File: config.mk
export PLATFORM = sky130hd
export DESIGN_NAME = ir_pulse_distance_encoder
export DESIGN_NICKNAME = d
export VERILOG_FILES = /design/src/rtl/core/irpd_pkg.sv /design/src/rtl/core/irpd_cfg.sv /design/src/rtl/core/irpd_seq.sv /design/src/rtl/core/ir_pulse_distance_encoder.sv
export SDC_FILE = /design/constraint.sdc
export NUM_CORES = 1
export LEC_CHECK = 0
export ABC_AREA = 1
export BUFFER_PORTS_ARGS = -buffer_cell sky130_fd_sc_hd__clkbuf_2
export CORE_ASPECT_RATIO = 0.75
export CORE_MARGIN = 5
export CORE_UTILIZATION = 50
export CTS_CLUSTER_SIZE = 40
export DETAILED_ROUTE_END_ITERATION = 16
export GPL_TIMING_DRIVEN = 0
export PLACE_DENSITY = 0.77
export SLEW_MARGIN = 20
export SYNTH_ARGS = -nofsm -noshare
export SYNTH_HDL_FRONTEND = slang
export SYNTH_SLANG_ARGS = --single-unit
File: constraint.sdc
create_clock -name clk -period 4.5 [get_ports clk]
set_input_delay 0.225 -clock clk [delete_from_list [all_inputs] [get_ports clk]]
set_output_delay 0.225 -clock clk [all_outputs]
set_load 0.05 [all_outputs]
File: src/rtl/core/irpd_pkg.sv
// ----------------------------------------------------------------------------
// irpd_pkg
// Types and constants shared by the infrared pulse-distance encoder modules.
// ----------------------------------------------------------------------------
package irpd_pkg;

  localparam int unsigned CODE_W  = 32;
  localparam int unsigned PRE_W   = 8;
  localparam int unsigned CNT_W   = 6;
  localparam int unsigned TIME_W  = 8;
  localparam int unsigned PREB_W  = 4;
  localparam int unsigned CIDX_W  = 3;
  localparam int unsigned CDATA_W = 8;

  // register indexes on the configuration channel
  localparam logic [CIDX_W-1:0] REG_NUM_BITS    = 3'd0;
  localparam logic [CIDX_W-1:0] REG_PRE_BITS    = 3'd1;
  localparam logic [CIDX_W-1:0] REG_MARK_TIME   = 3'd2;
  localparam logic [CIDX_W-1:0] REG_SPACE0_TIME = 3'd3;
  localparam logic [CIDX_W-1:0] REG_SPACE1_TIME = 3'd4;
  localparam logic [CIDX_W-1:0] REG_WAIT_TICKS  = 3'd5;

  // reset values
  localparam logic [CNT_W-1:0]  RST_NUM_BITS    = 6'd32;
  localparam logic [PREB_W-1:0] RST_PRE_BITS    = 4'd8;
  localparam logic [TIME_W-1:0] RST_MARK_TIME   = 8'd14;
  localparam logic [TIME_W-1:0] RST_SPACE0_TIME = 8'd7;
  localparam logic [TIME_W-1:0] RST_SPACE1_TIME = 8'd28;
  localparam logic [TIME_W-1:0] RST_WAIT_TICKS  = 8'd170;
  localparam logic [TIME_W-1:0] RST_INTERVAL    = 8'd20;

  // request kinds
  localparam logic REQ_TICK  = 1'b0;
  localparam logic REQ_START = 1'b1;

  typedef struct packed {
    logic [CNT_W-1:0]  num_bits;
    logic [PREB_W-1:0] pre_bits;
    logic [TIME_W-1:0] mark_time;
    logic [TIME_W-1:0] space0_time;
    logic [TIME_W-1:0] space1_time;
    logic [TIME_W-1:0] wait_ticks;
  } cfg_t;

  typedef struct packed {
    logic              req_type;
    logic [CODE_W-1:0] code_word;
    logic [PRE_W-1:0]  pre_word;
  } item_t;

  typedef struct packed {
    logic              carrier_on;
    logic [TIME_W-1:0] interval_length;
    logic              busy_res;
    logic              start_taken;
  } res_t;

  typedef enum logic [6:0] {
    PH_IDLE  = 7'b0000001,
    PH_PRE_A = 7'b0000010,
    PH_PRE_B = 7'b0000100,
    PH_BIT_A = 7'b0001000,
    PH_BIT_B = 7'b0010000,
    PH_STOP  = 7'b0100000,
    PH_WAIT  = 7'b1000000
  } phase_t;

endpackage

File: src/rtl/core/irpd_cfg.sv
// ----------------------------------------------------------------------------
// irpd_cfg
// Configuration register file: one write channel, six timing registers.
// ----------------------------------------------------------------------------
module irpd_cfg (
  input  logic                        clk,
  input  logic                        rst_n,
  input  logic                        wr_en,
  input  logic [irpd_pkg::CIDX_W-1:0]  wr_idx,
  input  logic [irpd_pkg::CDATA_W-1:0] wr_data,
  output irpd_pkg::cfg_t              cfg
);
  import irpd_pkg::*;

  cfg_t cfg_r;

  always_ff @(posedge clk) begin
    if (!rst_n) begin
      cfg_r.num_bits    <= RST_NUM_BITS;
      cfg_r.pre_bits    <= RST_PRE_BITS;
      cfg_r.mark_time   <= RST_MARK_TIME;
      cfg_r.space0_time <= RST_SPACE0_TIME;
      cfg_r.space1_time <= RST_SPACE1_TIME;
      cfg_r.wait_ticks  <= RST_WAIT_TICKS;
    end else if (wr_en) begin
      unique case (wr_idx)
        REG_NUM_BITS:    cfg_r.num_bits    <= wr_data[CNT_W-1:0];
        REG_PRE_BITS:    cfg_r.pre_bits    <= wr_data[PREB_W-1:0];
        REG_MARK_TIME:   cfg_r.mark_time   <= wr_data;
        REG_SPACE0_TIME: cfg_r.space0_time <= wr_data;
        REG_SPACE1_TIME: cfg_r.space1_time <= wr_data;
        REG_WAIT_TICKS:  cfg_r.wait_ticks  <= wr_data;
        default: ;
      endcase
    end
  end

  assign cfg = cfg_r;

endmodule

File: src/rtl/core/irpd_seq.sv
// ----------------------------------------------------------------------------
// irpd_seq
// Frame sequencer: phase state, shift word, counters and the result register.
// ----------------------------------------------------------------------------
module irpd_seq (
  input  logic           clk,
  input  logic           rst_n,
  input  logic           step,
  input  irpd_pkg::item_t item,
  input  irpd_pkg::cfg_t  cfg,
  output irpd_pkg::res_t  res
);
  import irpd_pkg::*;

  phase_t              phase_r, phase_nxt;
  logic [CODE_W-1:0]   shift_r, shift_nxt;
  logic [CODE_W-1:0]   held_r, held_nxt;
  logic [CNT_W-1:0]    bcnt_r, bcnt_nxt;
  logic [TIME_W-1:0]   wcnt_r, wcnt_nxt;
  logic                carrier_r, carrier_nxt;
  logic [TIME_W-1:0]   interval_r, interval_nxt;
  logic                taken;
  logic [CNT_W-1:0]    bcnt_inc;
  logic [TIME_W-1:0]   wcnt_inc;
  logic [TIME_W-1:0]   space_len;
  res_t                res_r;

  assign bcnt_inc  = bcnt_r + CNT_W'(1);
  assign wcnt_inc  = wcnt_r + TIME_W'(1);
  assign space_len = shift_r[0] ? cfg.space1_time : cfg.space0_time;

  always_comb begin
    phase_nxt    = phase_r;
    shift_nxt    = shift_r;
    held_nxt     = held_r;
    bcnt_nxt     = bcnt_r;
    wcnt_nxt     = wcnt_r;
    carrier_nxt  = carrier_r;
    interval_nxt = interval_r;
    taken        = 1'b0;
    if (item.req_type == REQ_START) begin
      // a start is only taken between frames
      if (phase_r == PH_IDLE) begin
        taken    = 1'b1;
        bcnt_nxt = '0;
        wcnt_nxt = '0;
        held_nxt = item.code_word;
        if (cfg.pre_bits == '0) begin
          shift_nxt = item.code_word;
          phase_nxt = PH_BIT_A;
        end else begin
          shift_nxt = {{(CODE_W-PRE_W){1'b0}}, item.pre_word};
          phase_nxt = PH_PRE_A;
        end
      end
    end else begin
      unique case (phase_r)
        PH_PRE_A: begin
          interval_nxt = cfg.mark_time;
          carrier_nxt  = 1'b1;
          phase_nxt    = PH_PRE_B;
        end
        PH_BIT_A: begin
          interval_nxt = cfg.mark_time;
          carrier_nxt  = 1'b1;
          phase_nxt    = PH_BIT_B;
        end
        PH_PRE_B: begin
          carrier_nxt  = 1'b0;
          interval_nxt = space_len;
          if (bcnt_inc == {{(CNT_W-PREB_W){1'b0}}, cfg.pre_bits}) begin
            phase_nxt = PH_BIT_A;
            bcnt_nxt  = '0;
            shift_nxt = held_r;
          end else begin
            phase_nxt = PH_PRE_A;
            bcnt_nxt  = bcnt_inc;
            shift_nxt = shift_r >> 1;
          end
        end
        PH_BIT_B: begin
          carrier_nxt  = 1'b0;
          interval_nxt = space_len;
          bcnt_nxt     = bcnt_inc;
          shift_nxt    = shift_r >> 1;
          phase_nxt    = (bcnt_inc == cfg.num_bits) ? PH_STOP : PH_BIT_A;
        end
        PH_STOP: begin
          interval_nxt = cfg.mark_time;
          carrier_nxt  = 1'b1;
          phase_nxt    = PH_WAIT;
        end
        PH_WAIT: begin
          carrier_nxt = 1'b0;
          if (wcnt_inc >= cfg.wait_ticks) begin
            bcnt_nxt  = '0;
            wcnt_nxt  = '0;
            phase_nxt = PH_IDLE;
          end else begin
            wcnt_nxt = wcnt_inc;
          end
        end
        default: begin
          phase_nxt   = PH_IDLE;
          carrier_nxt = 1'b0;
        end
      endcase
    end
  end

  always_ff @(posedge clk) begin
    if (!rst_n) begin
      phase_r    <= PH_IDLE;
      shift_r    <= '0;
      held_r     <= '0;
      bcnt_r     <= '0;
      wcnt_r     <= '0;
      carrier_r  <= 1'b0;
      interval_r <= RST_INTERVAL;
    end else if (step) begin
      phase_r    <= phase_nxt;
      shift_r    <= shift_nxt;
      held_r     <= held_nxt;
      bcnt_r     <= bcnt_nxt;
      wcnt_r     <= wcnt_nxt;
      carrier_r  <= carrier_nxt;
      interval_r <= interval_nxt;
    end
  end

  // result payload, qualified by the valid flag in the top level
  always_ff @(posedge clk) begin
    if (step) begin
      res_r.carrier_on      <= carrier_nxt;
      res_r.interval_length <= interval_nxt;
      res_r.busy_res        <= (phase_nxt != PH_IDLE);
      res_r.start_taken     <= taken;
    end
  end

  assign res = res_r;

endmodule

File: src/rtl/core/ir_pulse_distance_encoder.sv
// ----------------------------------------------------------------------------
// ir_pulse_distance_encoder
// Infrared pulse-distance transmitter sequencer with stream handshakes.
// ----------------------------------------------------------------------------
//
//   channel | direction | handshake        | payload
//   --------+-----------+------------------+---------------------------------
//   in_     | sink      | tvalid / tready  | tdata code/pre word, tuser kind
//   out_    | source    | tvalid / tready  | tdata carrier/interval/busy,
//           |           |                  | tuser start_taken
//   cfg_    | sink      | valid / ready    | index, data (always ready)
//
// one transaction per cycle while the result side keeps up; each item passes
// through the input register and then the result register.
// the result register is the only stall point: when it is full and not taken,
// the input register holds and in_tready drops.
// synchronous active-low reset returns to idle with reset timing values.
// ----------------------------------------------------------------------------
module ir_pulse_distance_encoder (
  input  logic                         clk,
  input  logic                         rst_n,
  input  logic                         in_tvalid,
  output logic                         in_tready,
  input  logic [39:0]                  in_tdata,  // code_word[31:0], pre_word[39:32]
  input  logic                         in_tuser,  // req_type
  output logic                         out_tvalid,
  input  logic                         out_tready,
  output logic [15:0]                  out_tdata, // carrier_on[0], interval_length[8:1],
                                                  // busy_res[9], zero[15:10]
  output logic                         out_tuser, // start_taken
  input  logic                         cfg_valid,
  output logic                         cfg_ready,
  input  logic [irpd_pkg::CIDX_W-1:0]  cfg_index,
  input  logic [irpd_pkg::CDATA_W-1:0] cfg_data
);
  import irpd_pkg::*;

  logic  in_vld_r;
  item_t item_r;
  logic  out_vld_r;
  logic  step;
  cfg_t  cfg;
  res_t  res;

  assign step      = in_vld_r && (!out_vld_r || out_tready);
  assign in_tready = !in_vld_r || step;
  assign cfg_ready = 1'b1;

  always_ff @(posedge clk) begin
    if (!rst_n) begin
      in_vld_r  <= 1'b0;
      out_vld_r <= 1'b0;
    end else begin
      if (in_tready) begin
        in_vld_r <= in_tvalid;
      end
      if (step) begin
        out_vld_r <= 1'b1;
      end else if (out_tready) begin
        out_vld_r <= 1'b0;
      end
    end
  end

  always_ff @(posedge clk) begin
    if (in_tready && in_tvalid) begin
      item_r.req_type  <= in_tuser;
      item_r.code_word <= in_tdata[31:0];
      item_r.pre_word  <= in_tdata[39:32];
    end
  end

  irpd_cfg u_cfg (
    .clk     (clk),
    .rst_n   (rst_n),
    .wr_en   (cfg_valid && cfg_ready),
    .wr_idx  (cfg_index),
    .wr_data (cfg_data),
    .cfg     (cfg)
  );

  irpd_seq u_seq (
    .clk   (clk),
    .rst_n (rst_n),
    .step  (step),
    .item  (item_r),
    .cfg   (cfg),
    .res   (res)
  );

  assign out_tvalid = out_vld_r;
  assign out_tdata  = {6'b0, res.busy_res, res.interval_length, res.carrier_on};
  assign out_tuser  = res.start_taken;

`ifndef SYNTHESIS
  // an accepted start always leaves a frame running
  a_start_busy: assert property (@(posedge clk) disable iff (!rst_n)
    out_vld_r && res.start_taken |-> res.busy_res)
    else $error("start taken but sequencer idle");

  // carrier is only reported on inside a frame
  a_carrier_busy: assert property (@(posedge clk) disable iff (!rst_n)
    out_vld_r && res.carrier_on |-> res.busy_res)
    else $error("carrier on outside a frame");

  // input stalls only behind a full, blocked result register
  a_stall_cause: assert property (@(posedge clk) disable iff (!rst_n)
    !in_tready |-> in_vld_r && out_vld_r && !out_tready)
    else $error("input stalled without back-pressure");

  // a processed item always produces a result next cycle
  a_step_result: assert property (@(posedge clk) disable iff (!rst_n)
    step |=> out_vld_r)
    else $error("result lost after step");
`endif

endmodule

======== Word level (Yosys, flattened, before mapping) ========
Cells that the tools add are included.
word-level totals
  bits in registers ....................... 190
  input bits .............................. 57
  output and inout port bits .............. 20
cells by class
  add/sub/neg operators ................... 2
  $lt $le $gt $ge ......................... 1
  equality and inequality tests ........... 17
  mux-type cells .......................... 29
  reductions and logical operators ........ 24
operator list
  operator                                        number
  2-to-1 mux 32 bit                               4
  case mux 32 bit (2 select lines)                1
  2-to-1 mux 8 bit                                6
  case mux 7 bit (6 select lines)                 1
  2-to-1 mux 6 bit                                5
  2-to-1 mux 7 bit                                3
  case mux 6 bit (3 select lines)                 1
  case mux 8 bit (2 select lines)                 1
  AND reduction 2 bit                             6
  AND reduction 3 bit                             3
  adder 8 x 1 -> 8 bit (second input constant)    1
  greater-or-equal comparator 8 bit               1
  2-to-1 mux 4 bit                                2
  == test 7 x 1 -> 1 bit (second input constant)  1
  == test 7 x 2 -> 1 bit (second input constant)  1
  == test 7 x 3 -> 1 bit (second input constant)  1
  == test 7 x 4 -> 1 bit (second input constant)  1
  == test 7 x 5 -> 1 bit (second input constant)  1
  == test 7 x 6 -> 1 bit (second input constant)  1
  == test 7 bit (second input constant)           1
  != test 7 x 1 -> 1 bit (second input constant)  1
  adder 6 x 1 -> 6 bit (second input constant)    1
  == test 3 x 2 -> 1 bit (second input constant)  2
  == test 3 bit (second input constant)           2
  17 further kinds                                25

======== Longest topological paths before layout ========
Gate-level depths: netlist of the first run.
  depth in word-level cells ............... 6
  gate-level depth with buffers ........... 15

======== Hierarchy ========
From an unflattened synthesis of the first run, not the netlist that was laid out.
unflattened totals
  cell total of the unflattened synthesis .. 1179
  area total of the unflattened synthesis .. 8929.8 µm²
by module, submodules not included
  module                     times used  cells each  area an instance (µm²)  sequential area each (µm²)
  irpd_seq                   1           876         5851.9                  2212.1
  irpd_cfg                   1           240         1691.6                  840.8
  ir_pulse_distance_encoder  1           63          1386.3                  1271.2

======== Least setup slack after synthesis of the first run ========
No wires, ideal clock.
  kind .................................... register to register
  from .................................... register out_vld_r, in the netlist out_tvalid
  to ...................................... register item_r[0] in the netlist's numbering (enable)
  setup time .............................. 0.395 ns
  arrival time ............................ 1.969 ns
  required time ........................... 4.105 ns
  setup slack ............................. 2.136 ns
  stages on the path, launching flop included .. 4
  buffers on the path ..................... 0
  period minus slack after synthesis ...... 2.364 ns
  path through ............................ dfxtp_1 > nand3_1 > nand2_1 > inv_1
on the way
  longest elaborated chain between the ends .. 5
ends and longest elaborated chain
  what                      line                             text
  start: declaration        ir_pulse_distance_encoder.sv:40  logic out_vld_r;
  start signal: assignment  ir_pulse_distance_encoder.sv:52  out_vld_r <= 1'b0;
  start signal: assignment  ir_pulse_distance_encoder.sv:58  out_vld_r <= 1'b1;
  start signal: assignment  ir_pulse_distance_encoder.sv:60  out_vld_r <= 1'b0;
  logical NOT 1 bit         ir_pulse_distance_encoder.sv:45  assign step = in_vld_r && (!out_vld_r || out_tready);
  logical OR 1 bit          ir_pulse_distance_encoder.sv:45
  logical AND 1 bit         ir_pulse_distance_encoder.sv:45
  logical OR 1 bit          ir_pulse_distance_encoder.sv:46  assign in_tready = !in_vld_r || step;
  named net in_tready       ir_pulse_distance_encoder.sv:23  output logic in_tready,
  logical AND 1 bit         ir_pulse_distance_encoder.sv:66  if (in_tready && in_tvalid) begin
  end: declaration          ir_pulse_distance_encoder.sv:39  item_t item_r;
The timed path passes the listed nets, and every way through them passes these cells.
A chain may end at the register's enable or synchronous reset.

======== Worst setup path after layout of the first run ========
  from .................................... register u_seq.wcnt_r[0]
  to ...................................... register u_seq.bcnt_r[5]
on the way
  longest elaborated chain between the ends .. 4
ends and longest elaborated chain
  what                               line             text
  start: declaration                 irpd_seq.sv:19   logic [TIME_W-1:0] wcnt_r, wcnt_nxt;
  start signal: assignment           irpd_seq.sv:125  wcnt_r <= wcnt_nxt;
  adder 8 x 1 -> 8 bit               irpd_seq.sv:29   assign wcnt_inc = wcnt_r + TIME_W'(1);
  greater-or-equal comparator 8 bit  irpd_seq.sv:95   if (wcnt_inc >= cfg.wait_ticks) begin
  != test 3 x 2 -> 1 bit (no line)   n/a
  AND reduction 4 bit (no line)      n/a
  end signal: assignment             irpd_seq.sv:124  bcnt_r <= bcnt_nxt;
  end: declaration                   irpd_seq.sv:18   logic [CNT_W-1:0] bcnt_r, bcnt_nxt;
Every way passes these cells.

==> summary.md, run 1 <==
- number of diodes: 0
- global-route wire length before repair: 37.69 mm
- H-tree depth: 4
- total met2 wirelength after detailed routing: 9.861 mm
- Arrival @ worst endpoint: 3.03 ns
- maximum number of pins on one net before global-route repair: 34
- count of input and output buffers: 69
- synth top area cells: sky130_fd_sc_hd__dfxtp_1 (32%), sky130_fd_sc_hd__edfxtp_1 (18%), sky130_fd_sc_hd__nand2_1 (11%), sky130_fd_sc_hd__a21oi_1 (7.5%), sky130_fd_sc_hd__inv_1 (5.8%)
- startpoint type of the worst setup path: register
- top cells by instance count after synthesis: sky130_fd_sc_hd__nand2_1 (246), sky130_fd_sc_hd__dfxtp_1 (138), sky130_fd_sc_hd__inv_1 (135)
- critical path, cell by cell: ha_1, nand3_1, and3b_1, xor2_1, ha_1, nand2_1, o21a_1, nand4_1, nor2_4, nor2_4, o21ai_1, nor2_1
- Final Skew: 0.01126 ns
- growth of design area from synthesis to finish: 19.19%
- number of distinct library cells after synthesis: 36
- number of instances in the synthesized netlist: 1,124
- CP Max Fanout: 10
- total core area: 16,980 um^2
- Synth Warn #: 0
- count of cells along the worst register-to-register path: 12
- maximum clock path buffer count: 2
- power per standard cell area: 367.1 nW/um^2
- leading cell type by number of instances after synthesis: sky130_fd_sc_hd__nand2_1
- number of enable-type register cells in the synthesized netlist: 52
- via count: 8,004
- Die Y: 124.3 um
- global-route total usage across every layer: 0.2285
- count of final hold-check violations: 0
- leakage power of the design: 4.621 nW
- DRC viols: 0
- number of pins exceeding their max-slew limit in the final report: 0
- number of antenna violations at the first check in global routing: 0
- worst endpoint required time: 4.80 ns
- minimum clock period after layout: 2.729 ns
- Final Setup Violations: 0
- # IOs: 77
- TritonCTS buffer count: 17
- width of the chip: 162.4 um
- clk_lat worst skew: 0.44 ns
- RSZ-0062 raised after global routing: no
- Post-Syn Area: 8710 um^2
- top routing layer in use: met4
- Power Total: 3.811 mW
- RD Place Congestion: 0.8933
- total die area: 20,190 um^2
- half-perimeter wire length after placement: 15.51 mm
- GRT Residual Overflow: 0
- transition at the pin with the smallest max-transition slack: 1.083 ns
- final routed wirelength across all metal layers: 22.87 mm
- Avg Vias per Cell: 5.308
- top_reg_cell synth: sky130_fd_sc_hd__dfxtp_1
- per-instance average area after synthesis: 7.749 um^2
- share of the clock period used by the worst path after layout: 0.6064
- layout net count: 1,326
- TritonCTS sink count: 190
- Fmax: 366.5 MHz
- Starting DRT DRC Count: 793
- worst slew slack as a fraction of its limit: 0.2782
- std cell rows: 41
- Initial Utilization: 0.5129
- cell type contributing the most total cell area after synthesis: sky130_fd_sc_hd__dfxtp_1
- fraction of layout cells with a size suffix above 1: 0.1203
- routed wl met3: 1.972 mm
- run status: finished, final reports clean
- post-route met1 wirelength: 10.59 mm
- clock transition at the registers of the reported paths: 0.07 ns
- worst hold path cell count: 3
- maximum ir drop on the vdd rail: 0.0002014 V
- delay contributed by the slowest stage of the critical path: 0.43 ns
- Setup Total Neg Slack: 0 ns
- fillcell total: 1,472
- Synth Register Bits: 190
- critical path type: register to register
- FFs w/ async S/R, synth: 0
- length of the first detailed-routing pass in iterations: 5
- portion of the post-synthesis area used by sequential elements: 0.4965
- number of routed nets with antenna violations: 0
- top cell type's share of synthesized area: 0.3172
- cell at the root of the clock tree: sky130_fd_sc_hd__clkbuf_16
- critical path endpoint category: register
- worst-path cell with the longest stage delay: sky130_fd_sc_hd__dfxtp_1
- vias in the first global route: 7,580
- TritonCTS clock tree: built
- average wire per cell in the routed design: 15.16 um
- number of max-cap violations: 0
- worst hold path type: input port to register
==> logic make-up after synthesis <==
group,count (synthesis),synth area share
compound gates,226,0.1363
fa+ha+maj,10,0.01437
flops,190,0.4965
buf+inv,203,0.09568
mux,2,0.002299
xor+xnor,9,0.01121
other cells,2,0.0008623
simple gates,482,0.2428
==> cell usage in the layout (no fill, tap or decap), drive strengths merged, types with 10 or more instances in the layout <==
| master | n |
|---|---|
| o21ai | 73 |
| inv | 143 |
| edfxtp | 52 |
| dlygate4sd3 | 41 |
| nand2 | 248 |
| o211ai | 14 |
| nand4 | 39 |
| dfxtp | 138 |
| nand3 | 82 |
| clkbuf | 121 |
| buf | 29 |
| a21oi | 131 |
| nor2 | 100 |
| ha | 10 |
| clkinv | 11 |
==> stage by stage <==
step                        util  instance area (um^2)  hold WS [ns]  worst slack (ns)  std cells
after global routing      0.6114                 10380       0.08397             1.530       1508
after CTS                 0.6108                 10370      0.004632             1.795       1507
after detailed placement  0.5529                  9389        0.4036             1.816       1435
after floorplan                -                  8728        0.3239             2.136       1129
after global placement    0.5518                  9369        0.4017             1.877       1434
final                     0.6114                 10380       0.06669             1.771       1508
==> where the power goes <==
| part | switching [mW] | internal (mW) |
|---|---|---|
| sequential | 0.0401 | 1.84 |
| combinational | 0.286 | 0.145 |
| clock | 0.692 | 0.805 |
==> sequential cells by signal, summed over array words and instances (netlist names) <==
signal,count
u_cfg.cfg,42
item_r,41
u_seq.wcnt_r,8
u_seq.shift_r,32
u_seq.bcnt_r,6
u_seq.phase_r,7
u_seq.res,11
u_seq.interval_r,8
u_seq.held_r,32
u_seq.carrier_r,1
in_vld_r,1
out_tvalid,1
==> area by class of cell <==
type	instances	area, um^2	share of cell area
well taps	236	295.3	0.02844
clock inverters	13	128.9	0.01241
repair buffers	111	775.7	0.07473
flip-flops and latches	190	4324	0.4165
plain buffers	61	300.3	0.02893
inverters	142	533.0	0.05134
clock buffers	19	452.9	0.04363
multi-input cells	736	3571	0.3440
==> critical path: cells and delay by family (launching register included) <==
kind / cells / cell delay, ns
XOR/XNOR: 1 / 0.23
AND/OR/NAND/NOR: 7 / 1.19
adder cells (fa/ha/maj): 2 / 0.49
AO/OA/AOI/OAI: 2 / 0.27
flip-flops: 1 / 0.43
==> worst paths after layout <==
| check | from | endpoint | slack (ns) |
|---|---|---|---|
| worst max-delay path | u_seq.wcnt_r[0] | u_seq.bcnt_r[5] | 1.77 |
| worst min-delay path | in_tvalid | in_vld_r | 0.07 |
| worst max register to register | u_seq.wcnt_r[0] | u_seq.bcnt_r[5] | 1.77 |
| worst min register to register | u_seq.held_r[31] | u_seq.held_r[31] | 0.45 |
==> routing by layer <==
| layer | up-vias | GRT usage |
|---|---|---|
| met5 | - | 0 |
| met4 | 0 | 0.07310 |
| met3 | 43 | 0.05028 |
| met1 | 3659 | 0.3370 |
| li1 | 3951 | - |
| met2 | 351 | 0.3326 |
==> repair_timing <==
item / 4_1_cts / 5_1_grt
buffers inserted: 0 / 0
gates resized for setup: 0 / 0
endpoints found under the hold margin: 40 / 1
hold buffers: 40 / 1
(Power assumes the default switching activity.)
==> inputs of run 2 (changes only) <==
--- a/config.mk
+++ b/config.mk
@@ -5,7 +5,7 @@
 export SDC_FILE = /design/constraint.sdc
 export NUM_CORES = 1
 export LEC_CHECK = 0
-export ABC_AREA = 1
+export ABC_AREA = 0
 export BUFFER_PORTS_ARGS = -buffer_cell sky130_fd_sc_hd__clkbuf_2
 export CORE_ASPECT_RATIO = 0.75
 export CORE_MARGIN = 5
==> constraint.sdc (replaced) <==
create_clock -name clk -period 2.6 [get_ports clk]
set_input_delay 0.13 -clock clk [delete_from_list [all_inputs] [get_ports clk]]
set_output_delay 0.13 -clock clk [all_outputs]
set_load 0.05 [all_outputs]
==> run 2 against run 1 <==
  * Clock power up 72%
  * Utilization up 0.94 points
  * Critical path type unchanged
  * Sequential power up 71%
  * Largest power group unchanged
  * Die area down 3.1%
==> summary.md, run 2 <==
- Final Skew: 0.008810 ns, -0.002453 ns
- hold endpoint: u_cfg.cfg[4]
- leakage power of the design: 3.756 nW, -19%
- top cells by instance count after synthesis: sky130_fd_sc_hd__nand2_1 (174), sky130_fd_sc_hd__dfxtp_1 (138), sky130_fd_sc_hd__a21oi_1 (60)
- worst slew slack as a fraction of its limit: 0.3185, +0.04025
- count of cells along the worst register-to-register path: 12, unchanged
- layout net count: 1,092, -18%
- Initial Utilization: 0.5049, -0.008016
- clock transition at the registers of the reported paths: 0.07 ns, about the same
- cell type contributing the most total cell area after synthesis: sky130_fd_sc_hd__dfxtp_1
- maximum number of pins on one net before global-route repair: 23, -32%
- total die area: 19,560 um^2, -3.1%
- count of input and output buffers: 69, unchanged
- via count: 6,971, -13%
- Die Y: 122.4 um, -1.6%
- clk_lat worst skew: 0.43 ns, about the same
- placed cell area: 9094 um^2, -3.1%
- most frequent cells in the layout: sky130_fd_sc_hd__nand2_1 (174), sky130_fd_sc_hd__dfxtp_1 (132), sky130_fd_sc_hd__clkbuf_2 (71)
- top cell type's share of synthesized area: 0.3282, +0.01098
- number of distinct library cells after synthesis: 70, +94%
- # IOs: 77, unchanged
- Fmax: 385.3 MHz, +5.1%
- length of the first detailed-routing pass in iterations: 5, unchanged
- worst hold path type: input port to register
- Setup Total Neg Slack: 0 ns, unchanged
- end-of-flow core utilization: 0.6208, +0.009411
- transition at the pin with the smallest max-transition slack: 1.022 ns, -0.06037 ns
- vias in the first global route: 6,381, -16%
- number of cells on the critical path: 12, unchanged
- critical path type: register to register
- RSZ-0062 raised after global routing: yes
- Avg Vias per Cell: 5.568, +4.9%
- Arrival @ worst endpoint: 2.94 ns, -0.09 ns
- synth top area cells: sky130_fd_sc_hd__dfxtp_1 (33%), sky130_fd_sc_hd__edfxtp_1 (19%), sky130_fd_sc_hd__nand2_1 (7.8%), sky130_fd_sc_hd__a21oi_1 (3.6%), sky130_fd_sc_hd__mux2i_1 (3.2%)
- leading cell type by number of instances after synthesis: sky130_fd_sc_hd__nand2_1
- growth of design area from synthesis to finish: 22.95%
- number of routed nets with antenna violations: 0, unchanged
- Hold WS: 0.02012 ns, -0.04657 ns
- number of enable-type register cells in the synthesized netlist: 52, unchanged
- DRC viols: 0, unchanged
- worst-path cell with the longest stage delay: sky130_fd_sc_hd__o41a_1
- number of pins exceeding their max-slew limit in the final report: 0, unchanged
- TritonCTS buffer count: 17, unchanged
- number of flip-flops under the largest register name: 42, unchanged
- power per standard cell area: 614.2 nW/um^2, +67%
- RD Place Congestion: 0.8500, -4.8%
- CP Max Fanout: 5, -5
- std cell rows: 41, unchanged
- per-instance average area after synthesis: 9.621 um^2, +24%
- flop-to-flop setup slack: 0.005 ns, -1.77 ns
- startpoint of the worst-slack reg-to-reg timing path: u_seq.wcnt_r[4]
- number of instances in the synthesized netlist: 875, -22%
- portion of the post-synthesis area used by sequential elements: 0.5137, +0.01719
- dominant delay contributor by cell family on the critical path: compound AO/OA/AOI/OAI gates
- number of max-cap violations: 0, unchanged
- final design instance area without fill: 10,350 um^2, -0.30%
- crit path buf inv count: 1, +1
- minimum clock period after layout: 2.595 ns, -0.1333 ns
- cell at the root of the clock tree: sky130_fd_sc_hd__clkbuf_16
- average wire per cell in the routed design: 16.45 um, +8.5%
- maximum ir drop on the vdd rail: 0.0003627 V, +80%
- TritonCTS clock tree: built
- worst endpoint required time: 2.95 ns, -1.85 ns
- Final Setup Violations: 0, unchanged
- share of the clock period used by the worst path after layout: 0.9983, +0.3919
- maximum clock path buffer count: 2, unchanged
- Synth Warn #: 0, unchanged
- startpoint type of the worst setup path: register
- Starting DRT DRC Count: 573, -28%
- Worst Hold Launch: cfg_data[4]
- Synth Register Bits: 190, unchanged
- number of diodes: 0, unchanged
- end of the worst register-to-register path: u_seq.bcnt_r[4]
- number of antenna violations at the first check in global routing: 0, unchanged
- H-tree depth: 4, unchanged
- Post-Syn Area: 8418 um^2, -3.3%
- top_reg_cell synth: sky130_fd_sc_hd__dfxtp_1
- worst hold path cell count: 3, unchanged
- TritonCTS sink count: 190, unchanged
- Power Total: 6.357 mW, +67%
- GRT Residual Overflow: 0, unchanged
- FFs w/ async S/R, synth: 0, unchanged
- final routed wirelength across all metal layers: 20.60 mm, -9.9%
- critical path endpoint category: register
- count of final hold-check violations: 0, unchanged
- total core area: 16,670 um^2, -1.8%
- fraction of layout cells with a size suffix above 1: 0.1803, +0.06004
- run status: finished, final reports clean
- half-perimeter wire length after placement: 13.88 mm, -11%
- critical path, cell by cell: and3_4, nand3_4, and2_4, or2_4, ha_4, a21o_1, a21oi_2, o32ai_4, o41a_1, buf_6, a21boi_1, o31ai_1
- most common cell after layout, fill and taps aside: sky130_fd_sc_hd__nand2_1
- delay contributed by the slowest stage of the critical path: 0.38 ns, -0.05 ns
- global-route total usage across every layer: 0.2123, -0.01625
- global-route wire length before repair: 33.21 mm, -12%
- width of the chip: 159.8 um, -1.6%
run 2: logic make-up (layout without fill, tap and decap cells):
kind of cell / Yosys count / after routing / synth area share
multiplexers: 35 / 35 / 0.04593
flip-flops: 190 / 190 / 0.5137
AND/OR/NAND/NOR: 359 / 359 / 0.2137
XOR/XNOR: 20 / 20 / 0.02334
adder cells (fa/ha/maj): 10 / 10 / 0.01486
buffers and inverters: 77 / 234 / 0.04310
AO/OA/AOI/OAI: 182 / 182 / 0.1445
other: 2 / 7 / 0.0008921
run 2: routing by layer:
| layer | part of all wire | global-route usage | wire (um) | vias up |
|---|---|---|---|---|
| li1 | - | - | - | 3426 |
| met1 | 0.48 | 0.3054 | 9793 | 3281 |
| met2 | 0.44 | 0.3175 | 8986 | 231 |
| met3 | 0.070 | 0.05975 | 1447 | 33 |
| met4 | 0.018 | 0.05588 | 369 | 0 |
| met5 | 0 | 0 | 0 | - |
run 2: timing repair:
item                                    in CTS  in global routing
pin swaps                                   11                 12
gates cloned                                 1                  0
buffers inserted                             7                  2
endpoints found under the hold margin       52                  0
endpoints found under the setup margin      16                 44
gates resized for setup                     22                 11
hold buffers                                46                  0
run 2: area by class of cell:
type	count	area, um^2
tap	215	269.0
buffer	62	306.5
clock inverter	13	148.9
clock buffer	18	429.2
inverter	15	56.30
fill	1338	6322
sequential	190	4334
multi-input combinational	613	3892
timing repair buffer	126	913.4
run 2: tightest hold or removal path: stages:
cell and delay (ns):
sky130_fd_sc_hd__clkbuf_2 0.15, sky130_fd_sc_hd__nand2_1 0.08, sky130_fd_sc_hd__a21oi_1 0.05
run 2: stage by stage:
step                      std cells  setup WS [ns]
final                          1252       0.004514
after floorplan                 880       0.005655
after global placement         1164        -0.3492
after detailed placement       1165        -0.3981
after global routing           1252       -0.06404
after CTS                      1250       -0.05069
run 2: how the worst max path moves through the flow:
| stage | start | to | slack [ns] |
|---|---|---|---|
| after floorplan | u_seq.wcnt_r[4] | u_seq.bcnt_r[4] | 0.006 |
| after global placement | u_seq.wcnt_r[0] | u_seq.wcnt_r[2] | -0.35 |
| after detailed placement | u_seq.wcnt_r[0] | u_seq.wcnt_r[5] | -0.40 |
| after CTS | u_seq.wcnt_r[2] | u_seq.bcnt_r[4] | -0.05 |
| after global routing | u_seq.wcnt_r[4] | u_seq.bcnt_r[4] | -0.06 |
| final | u_seq.wcnt_r[4] | u_seq.bcnt_r[4] | 0.005 |
run 2: power by group:
part | switching [mW] | leakage, nW | internal, mW | total (mW)
combinational | 0.337 | 1.85 | 0.213 | 0.551
clock | 1.09 | 0.280 | 1.49 | 2.58
sequential | 0.0653 | 1.62 | 3.16 | 3.22
total | 1.49 | 3.76 | 4.87 | 6.36
